### src/rtl/edf_pkg.sv
// ----------------------------------------------------------------------------
// edf_pkg
// Shared types, codes and constants of the deadline-ordered job scheduler.
// ----------------------------------------------------------------------------
package edf_pkg;

  // Sizes
  localparam int NUM_TYPES         = 3;
  localparam int TABLE_DEPTH_DEF   = 4;
  localparam int TYPE_W            = 2;
  localparam int REM_W             = 16;
  localparam int TIME_W            = 32;
  localparam int SERIAL_W          = 32;
  localparam int CFG_INDEX_W       = 3;
  localparam int CFG_DATA_W        = 16;

  // Register indexes
  localparam logic [CFG_INDEX_W-1:0] REG_SERVICE0  = 3'd0;
  localparam logic [CFG_INDEX_W-1:0] REG_SERVICE1  = 3'd1;
  localparam logic [CFG_INDEX_W-1:0] REG_SERVICE2  = 3'd2;
  localparam logic [CFG_INDEX_W-1:0] REG_DEADLINE0 = 3'd3;
  localparam logic [CFG_INDEX_W-1:0] REG_DEADLINE1 = 3'd4;
  localparam logic [CFG_INDEX_W-1:0] REG_DEADLINE2 = 3'd5;

  // Register reset values
  localparam logic [CFG_DATA_W-1:0] SERVICE0_RST  = 16'd500;
  localparam logic [CFG_DATA_W-1:0] SERVICE1_RST  = 16'd1000;
  localparam logic [CFG_DATA_W-1:0] SERVICE2_RST  = 16'd200;
  localparam logic [CFG_DATA_W-1:0] DEADLINE0_RST = 16'd2000;
  localparam logic [CFG_DATA_W-1:0] DEADLINE1_RST = 16'd3000;
  localparam logic [CFG_DATA_W-1:0] DEADLINE2_RST = 16'd300;

  // Job type codes
  localparam logic [TYPE_W-1:0] JOB_TYPE0 = 2'd0;
  localparam logic [TYPE_W-1:0] JOB_TYPE1 = 2'd1;
  localparam logic [TYPE_W-1:0] JOB_TYPE2 = 2'd2;

  // Input kinds
  localparam logic KIND_TICK   = 1'b0;
  localparam logic KIND_ARRIVE = 1'b1;

  // Event codes
  localparam logic [1:0] EV_RECEIVE = 2'd0;
  localparam logic [1:0] EV_FINISH  = 2'd1;
  localparam logic [1:0] EV_DROP    = 2'd2;

  typedef struct packed {
    logic              kind;
    logic [TYPE_W-1:0] job_type;
  } in_item_t;

  typedef struct packed {
    logic [1:0]          event_res;
    logic [TYPE_W-1:0]   event_type;
    logic [SERIAL_W-1:0] serial_number;
    logic                last;
  } out_item_t;

  typedef enum logic [2:0] {
    ST_IDLE,
    ST_EVAL,
    ST_SEND_RECV,
    ST_FIN,
    ST_SEND_LAST
  } edf_state_t;

  // Controller to datapath
  typedef struct packed {
    logic capture;
    logic tick;
    logic insert;
    logic decrement;
    logic load_recv;
    logic load_fin;
    logic load_drop;
  } edf_cmd_t;

  // Datapath to controller
  typedef struct packed {
    logic arrival;
    logic type_bad;
    logic full;
    logic empty;
    logic announced;
    logic head_done;
    logic out_last;
  } edf_status_t;

endpackage

### src/rtl/edf_ctrl.sv
// ----------------------------------------------------------------------------
// edf_ctrl
// Sequencer: takes one input beat, decides the table operation and walks the
// result beats out one at a time.
// ----------------------------------------------------------------------------
module edf_ctrl
  import edf_pkg::*;
(
  input  logic        clk,
  input  logic        rst,
  input  logic        in_valid,
  output logic        in_ready,
  output logic        out_valid,
  input  logic        out_ready,
  input  edf_status_t status,
  output edf_cmd_t    cmd
);

  edf_state_t state;
  edf_state_t state_next;

  // State register
  always_ff @(posedge clk) begin
    if (rst) begin
      state <= ST_IDLE;
    end else begin
      state <= state_next;
    end
  end

  // Next state
  always_comb begin
    state_next = state;
    case (state)
      ST_IDLE: begin
        if (in_valid) state_next = ST_EVAL;
      end
      ST_EVAL: begin
        if (status.arrival) begin
          if (status.type_bad)  state_next = ST_IDLE;
          else if (status.full) state_next = ST_SEND_LAST;
          else                  state_next = ST_IDLE;
        end else if (status.empty) begin
          state_next = ST_IDLE;
        end else if (!status.announced) begin
          state_next = ST_SEND_RECV;
        end else if (status.head_done) begin
          state_next = ST_SEND_LAST;
        end else begin
          state_next = ST_IDLE;
        end
      end
      ST_SEND_RECV: begin
        if (out_ready) state_next = status.out_last ? ST_IDLE : ST_FIN;
      end
      ST_FIN: begin
        state_next = ST_SEND_LAST;
      end
      ST_SEND_LAST: begin
        if (out_ready) state_next = ST_IDLE;
      end
      default: begin
        state_next = ST_IDLE;
      end
    endcase
  end

  // Outputs and commands
  always_comb begin
    cmd       = '0;
    in_ready  = 1'b0;
    out_valid = 1'b0;
    case (state)
      ST_IDLE: begin
        in_ready    = 1'b1;
        cmd.capture = in_valid;
      end
      ST_EVAL: begin
        if (status.arrival) begin
          if (!status.type_bad) begin
            if (status.full) cmd.load_drop = 1'b1;
            else             cmd.insert    = 1'b1;
          end
        end else begin
          cmd.tick = 1'b1;
          if (!status.empty) begin
            if (!status.announced) begin
              cmd.load_recv = 1'b1;
              cmd.decrement = !status.head_done;
            end else if (status.head_done) begin
              cmd.load_fin = 1'b1;
            end else begin
              cmd.decrement = 1'b1;
            end
          end
        end
      end
      ST_SEND_RECV: begin
        out_valid = 1'b1;
      end
      ST_FIN: begin
        cmd.load_fin = 1'b1;
      end
      ST_SEND_LAST: begin
        out_valid = 1'b1;
      end
      default: begin
        cmd = '0;
      end
    endcase
  end

endmodule

### src/rtl/edf_dpath.sv
// ----------------------------------------------------------------------------
// edf_dpath
// Job table kept sorted by deadline as a row of cells, time base, per-type
// counters, configuration registers and the result register.
// ----------------------------------------------------------------------------
module edf_dpath
  import edf_pkg::*;
#(
  parameter int TABLE_DEPTH = TABLE_DEPTH_DEF
)
(
  input  logic                   clk,
  input  logic                   rst,
  input  in_item_t               in_data,
  input  logic                   cfg_write,
  input  logic [CFG_INDEX_W-1:0] cfg_index,
  input  logic [CFG_DATA_W-1:0]  cfg_data,
  input  edf_cmd_t               cmd,
  output edf_status_t            status,
  output out_item_t              out_data
);

  localparam int CNT_W = $clog2(TABLE_DEPTH + 1);

  // Configuration
  logic [CFG_DATA_W-1:0] service_time    [NUM_TYPES];
  logic [CFG_DATA_W-1:0] deadline_offset [NUM_TYPES];

  // Job table, no reset: only entries below held are ever read
  logic [TYPE_W-1:0] slot_type      [TABLE_DEPTH];
  logic [REM_W-1:0]  slot_remaining [TABLE_DEPTH];
  logic [TIME_W-1:0] slot_deadline  [TABLE_DEPTH];
  logic              slot_announced [TABLE_DEPTH];

  logic [CNT_W-1:0]    held;
  logic [TIME_W-1:0]   current_time;
  logic [SERIAL_W-1:0] receive_count [NUM_TYPES];
  logic [SERIAL_W-1:0] finish_count  [NUM_TYPES];

  // Captured input beat
  logic              cur_kind;
  logic [TYPE_W-1:0] cur_type;

  out_item_t out_reg;

  logic [CFG_DATA_W-1:0] sel_offset;
  logic [CFG_DATA_W-1:0] sel_service;
  logic [TIME_W-1:0]     new_deadline;
  logic [TYPE_W-1:0]     head_type;
  logic                  head_done;
  logic [SERIAL_W-1:0]   recv_inc;
  logic [SERIAL_W-1:0]   fin_inc;

  // Neighbor views of each cell
  logic                  gt      [TABLE_DEPTH];
  logic                  prev_gt [TABLE_DEPTH];
  logic [TYPE_W-1:0]     up_type [TABLE_DEPTH];
  logic [REM_W-1:0]      up_rem  [TABLE_DEPTH];
  logic [TIME_W-1:0]     up_dl   [TABLE_DEPTH];
  logic                  up_ann  [TABLE_DEPTH];
  logic [TYPE_W-1:0]     dn_type [TABLE_DEPTH];
  logic [REM_W-1:0]      dn_rem  [TABLE_DEPTH];
  logic [TIME_W-1:0]     dn_dl   [TABLE_DEPTH];
  logic                  dn_ann  [TABLE_DEPTH];

  // Configuration writes; unknown indexes drop
  always_ff @(posedge clk) begin
    if (rst) begin
      service_time[0]    <= SERVICE0_RST;
      service_time[1]    <= SERVICE1_RST;
      service_time[2]    <= SERVICE2_RST;
      deadline_offset[0] <= DEADLINE0_RST;
      deadline_offset[1] <= DEADLINE1_RST;
      deadline_offset[2] <= DEADLINE2_RST;
    end else if (cfg_write) begin
      case (cfg_index)
        REG_SERVICE0:  service_time[0]    <= cfg_data;
        REG_SERVICE1:  service_time[1]    <= cfg_data;
        REG_SERVICE2:  service_time[2]    <= cfg_data;
        REG_DEADLINE0: deadline_offset[0] <= cfg_data;
        REG_DEADLINE1: deadline_offset[1] <= cfg_data;
        REG_DEADLINE2: deadline_offset[2] <= cfg_data;
        default: begin
        end
      endcase
    end
  end

  // Hold the accepted input beat
  always_ff @(posedge clk) begin
    if (cmd.capture) begin
      cur_kind <= in_data.kind;
      cur_type <= in_data.job_type;
    end
  end

  // Select per-type settings of the arriving job
  always_comb begin
    case (cur_type)
      JOB_TYPE0: begin
        sel_offset  = deadline_offset[0];
        sel_service = service_time[0];
      end
      JOB_TYPE1: begin
        sel_offset  = deadline_offset[1];
        sel_service = service_time[1];
      end
      JOB_TYPE2: begin
        sel_offset  = deadline_offset[2];
        sel_service = service_time[2];
      end
      default: begin
        sel_offset  = '0;
        sel_service = '0;
      end
    endcase
  end

  assign new_deadline = current_time + TIME_W'(sel_offset);
  assign head_type    = slot_type[0];
  assign head_done    = slot_remaining[0] <= REM_W'(1);
  assign recv_inc     = receive_count[head_type] + SERIAL_W'(1);
  assign fin_inc      = finish_count[head_type] + SERIAL_W'(1);

  // Table cells: insert after equal deadlines, shift down on removal
  for (genvar i = 0; i < TABLE_DEPTH; i++) begin : g_cell
    assign gt[i] = (CNT_W'(i) >= held) || (slot_deadline[i] > new_deadline);

    if (i == 0) begin : g_first
      assign prev_gt[i] = 1'b0;
      assign up_type[i] = cur_type;
      assign up_rem[i]  = sel_service;
      assign up_dl[i]   = new_deadline;
      assign up_ann[i]  = 1'b0;
    end else begin : g_mid
      assign prev_gt[i] = gt[i-1];
      assign up_type[i] = slot_type[i-1];
      assign up_rem[i]  = slot_remaining[i-1];
      assign up_dl[i]   = slot_deadline[i-1];
      assign up_ann[i]  = slot_announced[i-1];
    end

    if (i == TABLE_DEPTH - 1) begin : g_tail
      assign dn_type[i] = slot_type[i];
      assign dn_rem[i]  = slot_remaining[i];
      assign dn_dl[i]   = slot_deadline[i];
      assign dn_ann[i]  = slot_announced[i];
    end else begin : g_body
      assign dn_type[i] = slot_type[i+1];
      assign dn_rem[i]  = slot_remaining[i+1];
      assign dn_dl[i]   = slot_deadline[i+1];
      assign dn_ann[i]  = slot_announced[i+1];
    end

    always_ff @(posedge clk) begin
      if (cmd.insert && gt[i]) begin
        if (prev_gt[i]) begin
          slot_type[i]      <= up_type[i];
          slot_remaining[i] <= up_rem[i];
          slot_deadline[i]  <= up_dl[i];
          slot_announced[i] <= up_ann[i];
        end else begin
          slot_type[i]      <= cur_type;
          slot_remaining[i] <= sel_service;
          slot_deadline[i]  <= new_deadline;
          slot_announced[i] <= 1'b0;
        end
      end else if (cmd.load_fin) begin
        slot_type[i]      <= dn_type[i];
        slot_remaining[i] <= dn_rem[i];
        slot_deadline[i]  <= dn_dl[i];
        slot_announced[i] <= dn_ann[i];
      end else if (i == 0) begin
        if (cmd.load_recv) slot_announced[i] <= 1'b1;
        if (cmd.decrement) slot_remaining[i] <= slot_remaining[i] - REM_W'(1);
      end
    end
  end

  // Fill count and time base
  always_ff @(posedge clk) begin
    if (rst) begin
      held         <= '0;
      current_time <= '0;
    end else begin
      if (cmd.insert)        held <= held + CNT_W'(1);
      else if (cmd.load_fin) held <= held - CNT_W'(1);
      if (cmd.tick) current_time <= current_time + TIME_W'(1);
    end
  end

  // Per-type serial counters
  always_ff @(posedge clk) begin
    if (rst) begin
      for (int t = 0; t < NUM_TYPES; t++) begin
        receive_count[t] <= '0;
        finish_count[t]  <= '0;
      end
    end else begin
      if (cmd.load_recv) receive_count[head_type] <= recv_inc;
      if (cmd.load_fin)  finish_count[head_type]  <= fin_inc;
    end
  end

  // Result register; a receive beat is last unless a finish follows
  always_ff @(posedge clk) begin
    if (cmd.load_recv) begin
      out_reg.event_res     <= EV_RECEIVE;
      out_reg.event_type    <= head_type;
      out_reg.serial_number <= recv_inc;
      out_reg.last          <= !head_done;
    end else if (cmd.load_fin) begin
      out_reg.event_res     <= EV_FINISH;
      out_reg.event_type    <= head_type;
      out_reg.serial_number <= fin_inc;
      out_reg.last          <= 1'b1;
    end else if (cmd.load_drop) begin
      out_reg.event_res     <= EV_DROP;
      out_reg.event_type    <= cur_type;
      out_reg.serial_number <= '0;
      out_reg.last          <= 1'b1;
    end
  end

  assign out_data = out_reg;

  // Status to the sequencer
  assign status.arrival   = cur_kind == KIND_ARRIVE;
  assign status.type_bad  = cur_type > JOB_TYPE2;
  assign status.full      = held == CNT_W'(TABLE_DEPTH);
  assign status.empty     = held == '0;
  assign status.announced = slot_announced[0];
  assign status.head_done = head_done;
  assign status.out_last  = out_reg.last;

endmodule

### src/rtl/edf_job_scheduler.sv
// ----------------------------------------------------------------------------
// edf_job_scheduler
// Preemptive earliest-deadline-first scheduler over three job types.
// ----------------------------------------------------------------------------
// One input beat is taken at a time. An arrival, or a tick that produces no
// result, is accepted and then handled in the evaluate state, in which the
// sorted table is updated by a row of compare-and-shift cells in parallel.
// A tick that produces results adds a send state for each result beat, held
// until the output side takes the beat, plus a state to build the finish beat
// when it follows a receive beat; a dropped arrival also adds a send state.
// A full table drops arrivals with a drop event; type three arrivals give no
// result. The job table needs no clearing after reset.
module edf_job_scheduler
  import edf_pkg::*;
#(
  parameter int TABLE_DEPTH = TABLE_DEPTH_DEF
)
(
  input  logic                   clk,
  input  logic                   rst,
  input  logic                   in_valid,
  output logic                   in_ready,
  input  in_item_t               in_data,
  output logic                   out_valid,
  input  logic                   out_ready,
  output out_item_t              out_data,
  input  logic                   cfg_write,
  input  logic [CFG_INDEX_W-1:0] cfg_index,
  input  logic [CFG_DATA_W-1:0]  cfg_data
);

  edf_cmd_t    cmd;
  edf_status_t status;

  // Sequencer
  edf_ctrl u_ctrl (
    .clk       (clk),
    .rst       (rst),
    .in_valid  (in_valid),
    .in_ready  (in_ready),
    .out_valid (out_valid),
    .out_ready (out_ready),
    .status    (status),
    .cmd       (cmd)
  );

  // Table, counters and result register
  edf_dpath #(
    .TABLE_DEPTH (TABLE_DEPTH)
  ) u_dpath (
    .clk       (clk),
    .rst       (rst),
    .in_data   (in_data),
    .cfg_write (cfg_write),
    .cfg_index (cfg_index),
    .cfg_data  (cfg_data),
    .cmd       (cmd),
    .status    (status),
    .out_data  (out_data)
  );

endmodule
### config.mk
export PLATFORM = sky130hd
export DESIGN_NAME = edf_job_scheduler
export DESIGN_NICKNAME = d
export VERILOG_FILES = /design/src/rtl/edf_pkg.sv /design/src/rtl/edf_ctrl.sv /design/src/rtl/edf_dpath.sv /design/src/rtl/edf_job_scheduler.sv
export SDC_FILE = /design/constraint.sdc
export NUM_CORES = 1
export LEC_CHECK = 0
export BUFFER_PORTS_ARGS = -buffer_cell sky130_fd_sc_hd__buf_2
export CAP_MARGIN = 20
export CORE_ASPECT_RATIO = 0.8
export CORE_MARGIN = 4
export CORE_UTILIZATION = 31
export DETAILED_ROUTE_END_ITERATION = 10
export PLACE_DENSITY = 0.53
export SYNTH_ARGS = -nofsm -noshare
export SYNTH_HDL_FRONTEND = slang
export SYNTH_SLANG_ARGS = --single-unit
export TNS_END_PERCENT = 20
### constraint.sdc
create_clock -name clk -period 12.4 [get_ports clk]
set_input_delay 1.24 -clock clk [delete_from_list [all_inputs] [get_ports clk]]
set_output_delay 1.24 -clock clk [all_outputs]
set_load 0.02 [all_outputs]
# Word level (Yosys, flattened, before mapping)
# Memories as Yosys holds them, arrays and structs flattened.
# Cells that the tools add are included.
# totals
n_memories	8
word_cells	254
mem_bits_rw	492
regBits	78
inputBits	27
output_inout_bits	39
# op_classes
magnitude_cmp	10
n_mux	147
eq_ne	15
addsub	7
bitwise_logic	36
n_reduce_logical	21
# mem_list
name	words	width	read_ports	rd_clocked_by_memory_dff	write_ports	line_no	source
u_dpath.slot_deadline	4	32	4	0	4	edf_dpath.sv:32	logic [TIME_W-1:0] slot_deadline [TABLE_DEPTH];
u_dpath.finish_count	3	32	1	0	3	edf_dpath.sv:38	logic [SERIAL_W-1:0] finish_count [NUM_TYPES];
u_dpath.receive_count	3	32	1	0	3	edf_dpath.sv:37	logic [SERIAL_W-1:0] receive_count [NUM_TYPES];
u_dpath.slot_remaining	4	16	4	0	4	edf_dpath.sv:31	logic [REM_W-1:0] slot_remaining [TABLE_DEPTH];
u_dpath.deadline_offset	3	16	3	0	3	edf_dpath.sv:27	logic [CFG_DATA_W-1:0] deadline_offset [NUM_TYPES];
u_dpath.service_time	3	16	3	0	3	edf_dpath.sv:26	logic [CFG_DATA_W-1:0] service_time [NUM_TYPES];
2 more memories	-	-	-	-	-	-	
# op_table
operator	n
32-bit two-way mux	9
16-bit two-way mux	14
32-bit > comparator	4
32-bit by 1-bit adder with 32-bit output (second input constant)	3
16-bit case mux with 3 select lines	2
1-bit two-way mux	93
36-bit two-way mux	2
32-bit OR reduction	2
3-bit two-way mux	13
1-bit bitwise OR	36
35-bit two-way mux	1
32-bit by 16-bit adder with 32-bit output	1
2-bit two-way mux	10
16-bit by 1-bit <= comparator with 1-bit output (second input constant)	1
16-bit by 1-bit subtractor with 16-bit output (second input constant)	1
3-bit case mux with 5 select lines	1
3-bit by 2-bit == test with 1-bit output (second input constant)	4
3-bit == test (second input constant)	4
3-bit logical NOT	3
3-bit by 1-bit == test with 1-bit output (second input constant)	2
1-bit by 3-bit >= comparator with 1-bit output (first input constant)	2
2-bit by 3-bit >= comparator with 1-bit output (first input constant)	2
2-bit != test (second input constant)	3
1-bit logical AND	4
14 further kinds	19

# Depth between registers and ports, before layout
# An unclocked memory read counts as a cell.
# depth
ltp_word	12
depth_mapped	30
ltp_nobuf	26

# By module
# From an unflattened synthesis, not the netlist that was laid out.
# unflattened
hier_cells	2701
area_unflattened_um2	32807.7
# modules_own_cells
mod	area_per_inst_um2	seq_area_each_um2	cells_per_inst	instances
edf_dpath	32580.0	18577.8	2674	1
edf_ctrl	227.7	60.1	27	1

# Worst setup path after synthesis
# No wires, ideal clock.
# synth_path
kind	reg2reg
from	reg u_dpath.cur_type[1]
to	mem u_dpath.slot_announced[3] (enable)
path_buffers	4
stages_incl_launch_ff	22
path_slack_ps	4561
setup_time_ps	477
required_time_ps	11923
arrival_time_ps	7363
synth_period_minus_slack_ps	7839
path_cell_list	edfxtp_1 -> clkbuf_1 -> clkbuf_1 -> buf_1 -> mux2i_1 -> o21ai_0 -> ha_1 -> buf_2 -> and4_1 -> nand3_1 -> a211oi_1 -> nor3_1 -> or3_1 -> nor2_1 -> xnor2_1 -> ha_1 -> nand4_1 -> nor2_1 -> nand4_1 -> nor3b_1 -> a2111oi_1 -> a21oi_1
# synth_lines
item	line_no	source
from (decl)	edf_dpath.sv:42	logic [TYPE_W-1:0] cur_type;
from (signal assigned)	edf_dpath.sv:93	cur_type <= in_data.job_type;
to (decl)	edf_dpath.sv:33	logic slot_announced [TABLE_DEPTH];

==> summary.txt <==
Synth
  • Yosys top cell by area: edfxtp_1
  • Gate Count Post-Synth: 2789
  • Mux cell area share after synthesis: 0.0704
  • Synth Cell Area: 32800 sq um
  • Number of synthesized flops with an enable pin: 594
  • Main flop type after synthesis: edfxtp_1
  • Adder-cell share of the synthesized area: 0.0564
  • XOR/XNOR Fraction of Synth Area: 0.0377
  • Most common library cells after synthesis: edfxtp_1 (594), nor2_1 (352), nand2_1 (248), inv_1 (191), ha_1 (146)
  • Compound-gate portion of the synthesized area: 0.104
  • Count leader, synth: edfxtp_1
  • Main combinational cell family by area after synthesis: simple AND/OR/NAND/NOR gates
  • Post-synthesis sequential area ratio: 0.569
  • Area contributors post-synth: edfxtp_1 (54%), ha_1 (5.6%), mux4_2 (4.3%), nor2_1 (4.0%), nand2_1 (2.8%)
  • Syn Area/Cell: 11.7 sq um
  • Async S/R FF share, synth: 0
  • Post-Synth Simple-Gate Area: 0.122
  • Synth top area share: 0.545
  • Syn Nets: 2963
  • Seq cells post-synth: 634
  • Distinct cells, synth: 73
  • Warnings, synthesis: 0

Route
  • Routed vias/inst: 5.17
  • WL/cell: 21.0 um
  • Final wirelength: 90500 um
  • DR DRC count: 0
  • Total number of vias: 22300
  • Final ANT Viol Nets: 0
  • Initial DRC Count: 2018
  • Pre-Repair DR Iteration Count: 5

Clock network
  • # hold bufs at CTS: 0
  • CTS resizes: 0
  • Root buf cell: clkbuf_16
  • Setup Buffers After CTS: 0
  • CTS buffer count: 72
  • Clock buffer depth: 3
  • CTS sink count: 634
  • TritonCTS clock tree: built
  • Clk Latency, worst-skew pair: 0.66 ns
  • Worst-path clk slew: 0.06 ns
  • Htree depth: 3

Finish
  • Final core utilization: 0.355
  • Fillcell total: 10300
  • Area Overhead vs Synth: 13.3%
  • Layout cell share with drive strength beyond 1: 0.113
  • Nets: 3023
  • Cell area after layout: 37100 sq um

Timing
  • Period minus WS final: 8.30 ns
  • Unrepaired setup endpoints after global routing: false
  • Tcrit/Tclk final: 0.670
  • Worst-margin pin slew: 1.15 ns
  • Clock Skew: 0.0414 ns
  • Slew margin rel.: 0.235
  • Final Max Slew Viols: 0
  • Final setup violation count: 0
  • Setup TNS: 0 ns
  • Worst Slack Setup Final: 4.10 ns
  • F_max: 120 MHz
  • Final hold slack: 0.442 ns
  • Endpoints failing hold: 0

Global route
  • First-pass GRT wire length: 138000 um
  • Initial antenna violation count: 1
  • Overflow after GRT: 0
  • Total GRT Usage: 0.162
  • Largest net degree at the start of global routing: 81
  • Vias in the first global route: 21900

Hold path
  • Worst hold path class: flip-flop to flip-flop

Critical path
  • Setup slack on the worst flop-to-flop path: 4.10 ns
  • R2R cell count: 27
  • R2R Path End: u_dpath.slot_remaining[2][6]
  • CP Capture Point: u_dpath.slot_remaining[2][6]
  • CP required: 12.89 ns
  • Start of the worst register-to-register path: u_dpath.cur_type[0]
  • Critical path fanouts, max: 35
  • Crit end category: flip-flop
  • Worst setup path category: flip-flop to flip-flop
  • CP startpoint kind: flip-flop
  • Launch point of the worst path: u_dpath.cur_type[0]
  • Arr. time, crit path: 8.79 ns

Power
  • Leak: 13.3 nW
  • Maximum VDD drop: 0.109 mV
  • Power density cells: 131 nW/um^2

Floorplanning
  • Core area: 105000 sq um
  • Initial Util: 0.313
  • Io pins: 66
  • Die outline area: 111000 sq um
  • Die extent in x: 371 um
  • Row Count: 106
  • DIE HEIGHT: 299 um

Placed design
  • Port buffer count: 65
  • Post-DP HPWL: 59900 um
  • Placed inst area: 34800 sq um
  • Pre-CTS setup slack: 4.39 ns
  • GP Congestion: 0.839

Outcome
  • Status: completed

Job
  • Max-Cap Viols: 0
==> metal layers <==
layer / global-route usage / share of wire
met5: 0 / 0
met4: 0.0378 / 0.018
met3: 0.0346 / 0.069
met2: 0.229 / 0.41
met1: 0.251 / 0.50
==> critical path: stages, from the launching register on <==
cell       delay [ns]
edfxtp_1         0.32
buf_4            0.34
inv_1            0.17
nor2_2           0.13
buf_4            0.35
nand2_1          0.08
o21ai_0          0.09
ha_1             0.30
nor2b_1          0.16
o31a_1           0.31
o31ai_1          0.30
a21oi_1          0.15
o31a_1           0.25
o21ai_0          0.44
a21oi_1          0.16
xnor2_1          0.15
buf_4            0.19
ha_1             0.30
a21o_1           0.16
a21oi_1          0.14
o21ai_0          0.25
a2111oi_0        0.90
a21oi_1          0.19
a211oi_2         0.40
a21o_1           0.67
nand2_1          0.52
buf_4            0.44
o211ai_1         0.24
==> flip-flops by register name (all words and copies together) (netlist names) <==
name                     count
u_dpath.cur_type             2
u_dpath.held                 3
u_dpath.slot_deadline      128
u_dpath.cur_kind             1
u_dpath.slot_type            8
u_dpath.deadline_offset     48
u_dpath.out_data            37
u_dpath.finish_count       128
u_dpath.current_time        32
u_dpath.service_time        48
u_ctrl.state                 3
u_dpath.slot_remaining      64
u_dpath.receive_count      128
u_dpath.slot_announced       4
==> cell type report <==
| type | instances | area [sq um] | share of cell area |
|---|---|---|---|
| inverters | 191 | 717 | 0.0193 |
| diodes | 1 | 2.50 | 0.0000674 |
| repair buffers | 129 | 855 | 0.0230 |
| flip-flops and latches | 634 | 18600 | 0.502 |
| multi-input cells | 1821 | 12900 | 0.348 |
| well taps | 1404 | 1760 | 0.0473 |
| clock buffers | 94 | 1920 | 0.0516 |
| clock inverters | 37 | 320 | 0.00863 |
==> worst min-delay path by stage <==
stage                                          end                      from  cells after the start  slack (ns)
after floorplan           u_dpath.current_time[24]  u_dpath.current_time[24]                      2        0.49
after global placement        u_dpath.out_data[36]      u_dpath.out_data[36]                      2        0.43
after detailed placement      u_dpath.out_data[36]      u_dpath.out_data[36]                      2        0.44
after CTS                     u_dpath.out_data[36]      u_dpath.out_data[36]                      2        0.45
after global routing          u_dpath.out_data[36]      u_dpath.out_data[36]                      2        0.47
final                         u_dpath.out_data[36]      u_dpath.out_data[36]                      2        0.44
==> where the power goes <==
| group | switching (W) | internal (W) | total (W) | leakage [nW] |
|---|---|---|---|---|
| clock network | 0.000927 | 0.00115 | 0.00207 | 1.08 |
| logic | 0.000227 | 0.000116 | 0.000343 | 6.18 |
| registers | 0.0000284 | 0.00240 | 0.00243 | 6.00 |
==> metrics by stage <==
step,cells,power (W)
global placement,4175,0.00281
finish,4311,0.00485
floorplan,2789,0.00268
detailed placement,4176,0.00282
CTS,4307,0.00489
global route,4311,0.00502
==> layout by cell type (no fill, tap or decap), drive strengths merged, types with 11 or more instances in the layout <==
master | Yosys | layout
and3 | 16 | 16
nor2 | 352 | 352
mux4 | 63 | 63
nand2 | 248 | 248
a21oi | 98 | 98
and2 | 44 | 44
nor3 | 33 | 33
o211ai | 79 | 79
clkbuf | 99 | 94
nor2b | 15 | 15
a21o | 47 | 47
nand4 | 44 | 44
ha | 146 | 146
nand3 | 56 | 56
o22ai | 33 | 33
or3 | 22 | 22
nor4 | 11 | 11
a211oi | 13 | 13
o221ai | 50 | 50
inv | 191 | 194
nand2b | 25 | 25
xor2 | 67 | 67
dfxtp | 40 | 40
o21a | 14 | 14
edfxtp | 594 | 594
mux2i | 83 | 83
clkinv | 0 | 29
xnor2 | 61 | 61
buf | 44 | 129
o21ai | 104 | 104
==> logic make-up after synthesis <==
family,after synthesis
fa+ha+maj,147
simple gates,888
buf+inv,334
compound gates,502
flops,634
xor+xnor,133
mux,151
Power figures use the tool's default switching activity.
